### config.mk
export PLATFORM = sky130hd
export DESIGN_NAME = rain_gauge_hourly_accumulator
export DESIGN_NICKNAME = d
export VERILOG_FILES = /design/src/rtl/rga_pkg.sv /design/src/rtl/rga_history.sv /design/src/rtl/rga_scaler.sv /design/src/rtl/rain_gauge_hourly_accumulator.sv
export VERILOG_INCLUDE_DIRS = /design/src /design/src/rtl
export SDC_FILE = /design/constraint.sdc
export NUM_CORES = 2
export LEC_CHECK = 0
export BUFFER_PORTS_ARGS = -buffer_cell sky130_fd_sc_hd__buf_2
export CORE_ASPECT_RATIO = 0.5
export CORE_MARGIN = 3
export CORE_UTILIZATION = 55
export CTS_CLUSTER_DIAMETER = 100
export CTS_CLUSTER_SIZE = 14
export DETAILED_ROUTE_END_ITERATION = 8
export GPL_ROUTABILITY_DRIVEN = 0
export MAX_ROUTING_LAYER = met4
export PLACE_DENSITY = 0.7
export SLEW_MARGIN = 20
export SYNTH_ARGS = -nofsm -noshare
export SYNTH_HDL_FRONTEND = slang
export SYNTH_SLANG_ARGS = --single-unit
### constraint.sdc
create_clock -name clk -period 7.55 [get_ports clk]
set_input_delay 0.755 -clock clk [delete_from_list [all_inputs] [get_ports clk]]
set_output_delay 0.755 -clock clk [all_outputs]
set_load 0.03 [all_outputs]
### src/rtl/assert_macros.svh
// Assertion macros shared by the rain gauge RTL.
`ifndef ASSERT_MACROS_SVH
`define ASSERT_MACROS_SVH

// Check that the consequent holds in the same cycle as the antecedent.
`define RGA_ASSERT_SAME(lbl, clk, rst, ante, cons, msg) \
  lbl: assert property (@(posedge clk) disable iff (rst) (ante) |-> (cons)) else $error(msg);

// Check that the consequent holds in the cycle after the antecedent.
`define RGA_ASSERT_NEXT(lbl, clk, rst, ante, cons, msg) \
  lbl: assert property (@(posedge clk) disable iff (rst) (ante) |=> (cons)) else $error(msg);

`endif

### src/rtl/rga_pkg.sv
// Shared constants for the rain gauge hourly accumulator.
package rga_pkg;

  localparam int HISTORY_HOURS_DEFAULT = 32;

  localparam int OP_W       = 2;
  localparam int HOURS_W    = 8;
  localparam int TIPS_W     = 32;
  localparam int HOUR_W     = 16;
  localparam int RATE_W     = 16;
  localparam int TOTAL_W    = 48;
  localparam int WINDOW_W   = 37;
  localparam int IN_DATA_W  = 8;
  localparam int OUT_DATA_W = 88;

  localparam logic [OP_W-1:0] OP_TIP   = 2'd0;
  localparam logic [OP_W-1:0] OP_HOUR  = 2'd1;
  localparam logic [OP_W-1:0] OP_QUERY = 2'd2;

  localparam logic [RATE_W-1:0] RAIN_PER_TIP_RESET = 16'd279;

endpackage

### src/rtl/rga_history.sv
// Hourly tip history ring: one write port, one registered read port.
module rga_history #(
  parameter int HISTORY_HOURS = rga_pkg::HISTORY_HOURS_DEFAULT,
  localparam int SLOT_W = (HISTORY_HOURS > 1) ? $clog2(HISTORY_HOURS) : 1
) (
  input  logic                      clk,
  input  logic                      rst,
  input  logic                      wr_en,
  input  logic [SLOT_W-1:0]         wr_addr,
  input  logic [rga_pkg::HOUR_W-1:0] wr_data,
  input  logic                      rd_en,
  input  logic [SLOT_W-1:0]         rd_addr,
  output logic                      rd_valid,
  output logic [rga_pkg::HOUR_W-1:0] rd_data
);

  logic [rga_pkg::HOUR_W-1:0] mem [HISTORY_HOURS];
  logic [HISTORY_HOURS-1:0]   written;
  logic [rga_pkg::HOUR_W-1:0] rd_q;
  logic                       rd_hit;

  always_ff @(posedge clk) begin
    if (wr_en) begin
      mem[wr_addr] <= wr_data;
    end
    rd_q <= mem[rd_addr];
  end

  // Entries never written since reset read as zero.
  always_ff @(posedge clk) begin
    if (rst) begin
      written  <= '0;
      rd_hit   <= 1'b0;
      rd_valid <= 1'b0;
    end else begin
      if (wr_en) begin
        written[wr_addr] <= 1'b1;
      end
      rd_hit   <= written[rd_addr];
      rd_valid <= rd_en;
    end
  end

  assign rd_data = rd_hit ? rd_q : '0;

endmodule

### src/rtl/rga_scaler.sv
// Registered scaling of tip counts by the rainfall per tip, window saturated.
module rga_scaler #(
  parameter int HISTORY_HOURS = rga_pkg::HISTORY_HOURS_DEFAULT,
  localparam int CNT_W = $clog2(HISTORY_HOURS + 1),
  localparam int SUM_W = rga_pkg::HOUR_W + CNT_W
) (
  input  logic                          clk,
  input  logic [rga_pkg::TIPS_W-1:0]    total_tips,
  input  logic [SUM_W-1:0]              window_tips,
  input  logic [rga_pkg::RATE_W-1:0]    rain_per_tip,
  output logic [rga_pkg::TOTAL_W-1:0]   total_rain,
  output logic [rga_pkg::WINDOW_W-1:0]  window_rain
);

  localparam int WPROD_W = SUM_W + rga_pkg::RATE_W;
  localparam int EXT_W  = (WPROD_W > rga_pkg::WINDOW_W) ? WPROD_W : rga_pkg::WINDOW_W;

  logic [rga_pkg::TOTAL_W-1:0] total_prod;
  logic [WPROD_W-1:0]          window_prod;
  logic [EXT_W-1:0]            window_ext;
  logic [EXT_W-1:0]            window_max;

  // Both products are registered together.
  always_ff @(posedge clk) begin
    total_prod  <= total_tips * rain_per_tip;
    window_prod <= window_tips * rain_per_tip;
  end

  assign total_rain  = total_prod;
  assign window_ext  = EXT_W'(window_prod);
  assign window_max  = EXT_W'({rga_pkg::WINDOW_W{1'b1}});
  assign window_rain = (window_ext > window_max) ? {rga_pkg::WINDOW_W{1'b1}}
                                                 : window_ext[rga_pkg::WINDOW_W-1:0];

endmodule

### src/rtl/rain_gauge_hourly_accumulator.sv
// Top level of the tipping-bucket rain gauge with hourly history ring.
// Sequence: a tip, hour tick or unused operation passes through ST_MUL and ST_LOAD into the
//   output register; a query over N hours (N clipped to HISTORY_HOURS) first walks ST_SUM.
// Flow: one request at a time; the next is taken once the result sits in the output
//   register, and ST_LOAD holds while that register still waits on an untaken result.
// Reset (rst, synchronous): counters and write slot cleared, history marked unwritten, rain_per_tip back to 279.
module rain_gauge_hourly_accumulator #(
  parameter int HISTORY_HOURS = rga_pkg::HISTORY_HOURS_DEFAULT
) (
  input  logic                            clk,
  input  logic                            rst,
  // Configuration: rain_per_tip in 0.001 mm
  input  logic                            cfg_write,
  input  logic [rga_pkg::RATE_W-1:0]      cfg_data,
  // Input stream
  input  logic                            s_axis_tvalid,
  output logic                            s_axis_tready,
  input  logic [rga_pkg::IN_DATA_W-1:0]   s_axis_tdata,  // [7:0] hours_wanted
  input  logic [rga_pkg::OP_W-1:0]        s_axis_tuser,  // [1:0] operation
  // Output stream
  output logic                            m_axis_tvalid,
  input  logic                            m_axis_tready,
  output logic [rga_pkg::OUT_DATA_W-1:0]  m_axis_tdata,  // [47:0] total_rain, [84:48] window_rain
  output logic [0:0]                      m_axis_tuser   // [0] is_query_answer
);

  `include "assert_macros.svh"

  localparam int SLOT_W = (HISTORY_HOURS > 1) ? $clog2(HISTORY_HOURS) : 1;
  localparam int CNT_W  = $clog2(HISTORY_HOURS + 1);
  localparam int SUM_W  = rga_pkg::HOUR_W + CNT_W;

  localparam logic [SLOT_W-1:0] LAST_SLOT = SLOT_W'(HISTORY_HOURS - 1);
  localparam logic [CNT_W-1:0]  DEPTH_CNT = CNT_W'(HISTORY_HOURS);

  // Sequencer states
  localparam logic [1:0] ST_IDLE = 2'd0;  // take a request
  localparam logic [1:0] ST_SUM  = 2'd1;  // walk the ring backwards, one entry a cycle
  localparam logic [1:0] ST_MUL  = 2'd2;  // scaler registers its products
  localparam logic [1:0] ST_LOAD = 2'd3;  // move the result into the output register

  logic [1:0]                   state;
  logic [rga_pkg::RATE_W-1:0]   rain_per_tip;
  logic [rga_pkg::TIPS_W-1:0]   total_tips;
  logic [rga_pkg::HOUR_W-1:0]   hour_tips;
  logic [SLOT_W-1:0]            write_slot;
  logic [SLOT_W-1:0]            rd_ptr;
  logic [CNT_W-1:0]             remaining;
  logic [SUM_W-1:0]             window_acc;
  logic                         query;

  logic                         s_accept;
  logic [rga_pkg::OP_W-1:0]     op;
  logic [rga_pkg::HOURS_W-1:0]  hours;
  logic [CNT_W-1:0]             hours_clip;
  logic [SLOT_W-1:0]            newest_slot;
  logic                         hist_wr;
  logic                         hist_rd;
  logic                         hist_rd_valid;
  logic [rga_pkg::HOUR_W-1:0]   hist_rd_data;
  logic [rga_pkg::TOTAL_W-1:0]  total_rain;
  logic [rga_pkg::WINDOW_W-1:0] window_rain;
  logic                         out_free;

  assign s_axis_tready = (state == ST_IDLE);
  assign s_accept      = s_axis_tvalid && s_axis_tready;
  assign op            = s_axis_tuser;
  assign hours         = s_axis_tdata[rga_pkg::HOURS_W-1:0];
  assign out_free      = !m_axis_tvalid || m_axis_tready;

  // Clip the window to the ring depth.
  assign hours_clip  = (9'(hours) > 9'(HISTORY_HOURS)) ? DEPTH_CNT : CNT_W'(hours);
  // Newest entry sits just behind the write slot.
  assign newest_slot = (write_slot == '0) ? LAST_SLOT : write_slot - 1'b1;

  assign hist_wr = s_accept && (op == rga_pkg::OP_HOUR);
  assign hist_rd = (state == ST_SUM) && (remaining != '0);

  rga_history #(
    .HISTORY_HOURS (HISTORY_HOURS)
  ) u_history (
    .clk      (clk),
    .rst      (rst),
    .wr_en    (hist_wr),
    .wr_addr  (write_slot),
    .wr_data  (hour_tips),
    .rd_en    (hist_rd),
    .rd_addr  (rd_ptr),
    .rd_valid (hist_rd_valid),
    .rd_data  (hist_rd_data)
  );

  rga_scaler #(
    .HISTORY_HOURS (HISTORY_HOURS)
  ) u_scaler (
    .clk          (clk),
    .total_tips   (total_tips),
    .window_tips  (window_acc),
    .rain_per_tip (rain_per_tip),
    .total_rain   (total_rain),
    .window_rain  (window_rain)
  );

  // Configuration register; the user must write it only while the block is idle, the block does not enforce this.
  always_ff @(posedge clk) begin
    if (rst) begin
      rain_per_tip <= rga_pkg::RAIN_PER_TIP_RESET;
    end else if (cfg_write) begin
      rain_per_tip <= cfg_data;
    end
  end

  // Counters and ring pointer: update in the cycle the request is taken.
  always_ff @(posedge clk) begin
    if (rst) begin
      total_tips <= '0;
      hour_tips  <= '0;
      write_slot <= '0;
    end else if (s_accept) begin
      case (op)
        rga_pkg::OP_TIP: begin
          if (total_tips != {rga_pkg::TIPS_W{1'b1}}) begin
            total_tips <= total_tips + 1'b1;
          end
          if (hour_tips != {rga_pkg::HOUR_W{1'b1}}) begin
            hour_tips <= hour_tips + 1'b1;
          end
        end
        rga_pkg::OP_HOUR: begin
          hour_tips  <= '0;
          write_slot <= (write_slot == LAST_SLOT) ? '0 : write_slot + 1'b1;
        end
        default: begin
        end
      endcase
    end
  end

  // Sequencer and window walk.
  always_ff @(posedge clk) begin
    if (rst) begin
      state      <= ST_IDLE;
      remaining  <= '0;
      rd_ptr     <= '0;
      window_acc <= '0;
      query      <= 1'b0;
    end else begin
      case (state)
        ST_IDLE: begin
          if (s_accept) begin
            window_acc <= '0;
            query      <= (op == rga_pkg::OP_QUERY);
            if (op == rga_pkg::OP_QUERY) begin
              remaining <= hours_clip;
              rd_ptr    <= newest_slot;
              state     <= ST_SUM;
            end else begin
              state <= ST_MUL;
            end
          end
        end
        ST_SUM: begin
          if (hist_rd) begin
            remaining <= remaining - 1'b1;
            rd_ptr    <= (rd_ptr == '0) ? LAST_SLOT : rd_ptr - 1'b1;
          end
          if (hist_rd_valid) begin
            window_acc <= window_acc + SUM_W'(hist_rd_data);
          end
          // Leave once the last read has come back.
          if ((remaining == '0) && !hist_rd_valid) begin
            state <= ST_MUL;
          end
        end
        ST_MUL: begin
          state <= ST_LOAD;
        end
        ST_LOAD: begin
          if (out_free) begin
            state <= ST_IDLE;
          end
        end
        default: begin
          state <= ST_IDLE;
        end
      endcase
    end
  end

  // Output register: holds a finished result while the sequencer takes the next request.
  always_ff @(posedge clk) begin
    if (rst) begin
      m_axis_tvalid <= 1'b0;
    end else if ((state == ST_LOAD) && out_free) begin
      m_axis_tvalid <= 1'b1;
    end else if (m_axis_tready) begin
      m_axis_tvalid <= 1'b0;
    end
  end

  always_ff @(posedge clk) begin
    if ((state == ST_LOAD) && out_free) begin
      m_axis_tdata <= {3'b000, (query ? window_rain : {rga_pkg::WINDOW_W{1'b0}}), total_rain};
      m_axis_tuser <= query;
    end
  end

  // Checks
  `RGA_ASSERT_NEXT(a_one_request, clk, rst, s_accept, !s_axis_tready, "request taken while busy")
  `RGA_ASSERT_SAME(a_window_bound, clk, rst, state == ST_SUM, remaining <= DEPTH_CNT, "walk too long")
  `RGA_ASSERT_SAME(a_plain_zero, clk, rst, m_axis_tvalid && !m_axis_tuser[0], m_axis_tdata[84:48] == '0, "stray window")
  `RGA_ASSERT_SAME(a_load_source, clk, rst, $rose(m_axis_tvalid), $past(state) == ST_LOAD, "early result")

endmodule

==> flow_summary.json <==
{
  "synth_area_leaders": "edfxtp_1, fa_1, dfxtp_1, mux4_2, ha_1",
  "syn-cell-area_sq_mm": 0.0589,
  "cp-endpoint": "u_scaler.total_rain[45]",
  "htreeDepth": 3,
  "reg2regPathDepth": 21,
  "cp_max_fo": 15,
  "wl_um": 135000,
  "worstPathArrival_ns": 7.81,
  "synth.most_common_cell": "inv_1",
  "drt-vias-per-instance": 5.71,
  "finish.net_count": 6089,
  "holdWs_ns": 0.321,
  "n_fill_cell": 8349,
  "finalWorstSetupSlack_ns": 0.294,
  "path_clk_slew_ns": 0.08,
  "io_buffers": 118,
  "cts_buffers": 69,
  "fmax_ghz": 0.138,
  "p_sw_mw": 3.07,
  "yosysTopAreaCellShare_pct": 30.5,
  "clock_sinks": 840,
  "drc": 0,
  "cts-resized-gates": 0,
  "antenna_found_initial": 2,
  "clk_path_buf_depth": 3,
  "p_int_mw": 7.56,
  "placed_cells_incl_taps": 6450,
  "grt_pass1_wl_um": 217000,
  "synth_top_area_cell": "edfxtp_1",
  "dieArea_sq_mm": 0.111,
  "slew_violations": 0,
  "fp.coreArea_sq_mm": 0.106,
  "syn_inst": 5094,
  "ys_ff_latch": 840,
  "power.leakage_nw": 26.8,
  "yosysUniqueCellTypes": 70,
  "status": "finished clean",
  "fp.dieW_um": 469,
  "crit_type": "reg2reg",
  "cap_violations": 0,
  "async_flop_share_pct": 0,
  "r2r-end": "u_scaler.total_rain[45]",
  "sw_frac_of_total_pct": 28.9,
  "worst_pin_slew_ns": 1.07,
  "crit_required_ns": 8.10,
  "clkPwrFrac_pct": 33.0,
  "p_seq_share_pct": 49.5,
  "vdd_drop_max_mv": 0.170,
  "dpl.hpwl_um": 94200,
  "share_comb_of_total_power_pct": 17.5,
  "rows": 84,
  "post-place-ws_ns": 0.315,
  "initial_utilization_pct": 55.8,
  "final_layout_size_suffix_gt1_share_pct": 10.1,
  "endpoint_kind": "register",
  "rr_startpoint": "total_tips[4]",
  "grt_max_degree": 75,
  "synth-seq-area-share_pct": 38.7,
  "synth_warnings": 0,
  "cts_hold_buf": 0,
  "ys_top_cells_by_count": "inv_1, fa_1, nand2_1",
  "dieHeight_um": 237,
  "io_pins": 122,
  "synth_edf_count": 598,
  "num_vias": 37553,
  "grt_pass1_vias": 39366,
  "timing.slew.headroom_pct": 28.4,
  "tns_ns": 0,
  "grt-ovfl-total": 0,
  "synth.avg_cell_area_sq_um": 11.6,
  "dr.pass1.iters": 6,
  "first_iter_violations": 3458,
  "hold_violations": 0,
  "ant_nets": 0,
  "period_share_pct": 96.1,
  "fin_skew_ns": 0.0797,
  "grt_usage_pct": 25.8,
  "synth_ff_type": "edfxtp_1",
  "r2r_slack_ns": 0.29,
  "min_path_type": "in2reg",
  "fin_cells": 6581,
  "p_per_area_mw_per_mm2": 168,
  "final.min_clock_period_ns": 7.26,
  "tritoncts": "built",
  "cts_root_buffer": "clkbuf_16",
  "post_drt_wl_per_cell_um": 20.5,
  "area_growth_pct": 7.25,
  "insertion_delay_ns": 0.72,
  "start_kind": "register",
  "startpoint": "total_tips[4]",
  "rsz0062_at_grt": "no",
  "cts_setup_buffers": 0,
  "setup_viol": 0
}
-- routing by layer --
metal / share of wire (%) / wire [um] / track usage, %
met5: 0 / 0 / -
met1: 41 / 54700 / 34.0
met2: 49 / 66100 / 41.6
met3: 7.1 / 9620 / 4.07
met4: 3.4 / 4600 / 8.32
-- through the flow --
step / total power, mW / util [%] / cell area, sq um
final: 10.6 / 59.8 / 63200
after global routing: 11.1 / 59.8 / 63200
after CTS: 10.7 / 59.8 / 63200
after detailed placement: 7.23 / 57.8 / 61100
after global placement: 7.18 / 57.8 / 61100
after floorplan: 6.66 / - / 58900
-- placed cells by master (no fill, tap or decap), types with 28 or more instances in the layout --
cell type,instances
o21ai_0,67
nand3_1,45
fa_1,697
a21o_1,38
clkbuf_1,51
a21oi_1,132
xnor2_1,64
nor2_1,225
xor2_1,57
edfxtp_1,598
dfxtp_2,28
buf_4,105
buf_2,117
o21a_1,47
nand2_1,682
clkbuf_16,69
mux4_2,169
ha_1,259
dfxtp_1,210
inv_1,779
and2_1,386
-- registers in the layout, summed over array words and instances (netlist names), 2 cells and up --
signal               cells
hour_tips               16
state                    2
m_axis_tdata            85
u_scaler.window_ext     38
total_tips              32
u_history.rd_q          16
u_history.written       32
rd_ptr                   5
write_slot               5
window_acc              22
remaining                6
rain_per_tip            16
u_scaler.total_rain     48
u_history.mem          512
-- worst max-delay path: stages, from the launching register on --
cell	delay (ns)
dfxtp_1	0.73
buf_4	0.24
nand2_1	0.07
fa_1	0.49
inv_1	0.06
fa_1	0.55
fa_1	0.43
fa_1	0.46
fa_1	0.49
inv_1	0.05
fa_1	0.47
inv_1	0.04
ha_1	0.36
a21oi_1	0.40
o21ai_0	0.16
a41oi_1	0.39
nor2_1	0.14
a21oi_1	0.59
o21bai_1	0.27
a211oi_1	0.39
o31ai_1	0.14
xor2_1	0.17
-- power by group through the flow --
stage | logic, mW | clock network (mW) | registers [mW]
after global routing | 2.03 | 3.77 | 5.28
final | 1.86 | 3.51 | 5.26
after floorplan | 1.36 | 0 | 5.30
after detailed placement | 1.87 | 0 | 5.36
after CTS | 1.88 | 3.60 | 5.26
after global placement | 1.83 | 0 | 5.35
-- how the worst min path moves through the flow --
stage | cells past startpoint | endpoint | start | slack [ns]
global route | 2 | rain_per_tip[4] | cfg_data[4] | 0.30
global placement | 0 | m_axis_tdata[28] | u_scaler.total_rain[28] | 0.39
floorplan | 0 | m_axis_tdata[0] | u_scaler.total_rain[0] | 0.39
CTS | 2 | rain_per_tip[4] | cfg_data[4] | 0.27
detailed placement | 0 | m_axis_tdata[11] | u_scaler.total_rain[11] | 0.39
finish | 2 | rain_per_tip[4] | cfg_data[4] | 0.32
-- cell families (layout without fill, tap and decap cells) --
group,after synthesis,in the layout,share of synthesized area (%)
AOI/OAI and AO/OA,446,446,4.95
xor gates and xnor gates,121,121,1.80
adders and majority gates,956,956,29.2
buffers and inverters,1069,1131,6.83
DFF,840,840,38.7
muxes,192,192,6.85
other,1,7,0.00636
and+or+nand+nor,1469,1469,11.7
-- layout make-up --
class / instances / area [sq um] / area share (%)
Clock inverter: 7 / 176 / 0.279
Timing Repair Buffer: 224 / 1410 / 2.24
Inverter: 780 / 2930 / 4.63
Tap cell: 1419 / 1780 / 2.81
Multi-Input combinational cell: 3187 / 32100 / 50.8
Clock buffer: 120 / 1920 / 3.03
Antenna cell: 4 / 10.0 / 0.0158
Sequential cell: 840 / 22900 / 36.2
Power figures use the tool's default switching activity.
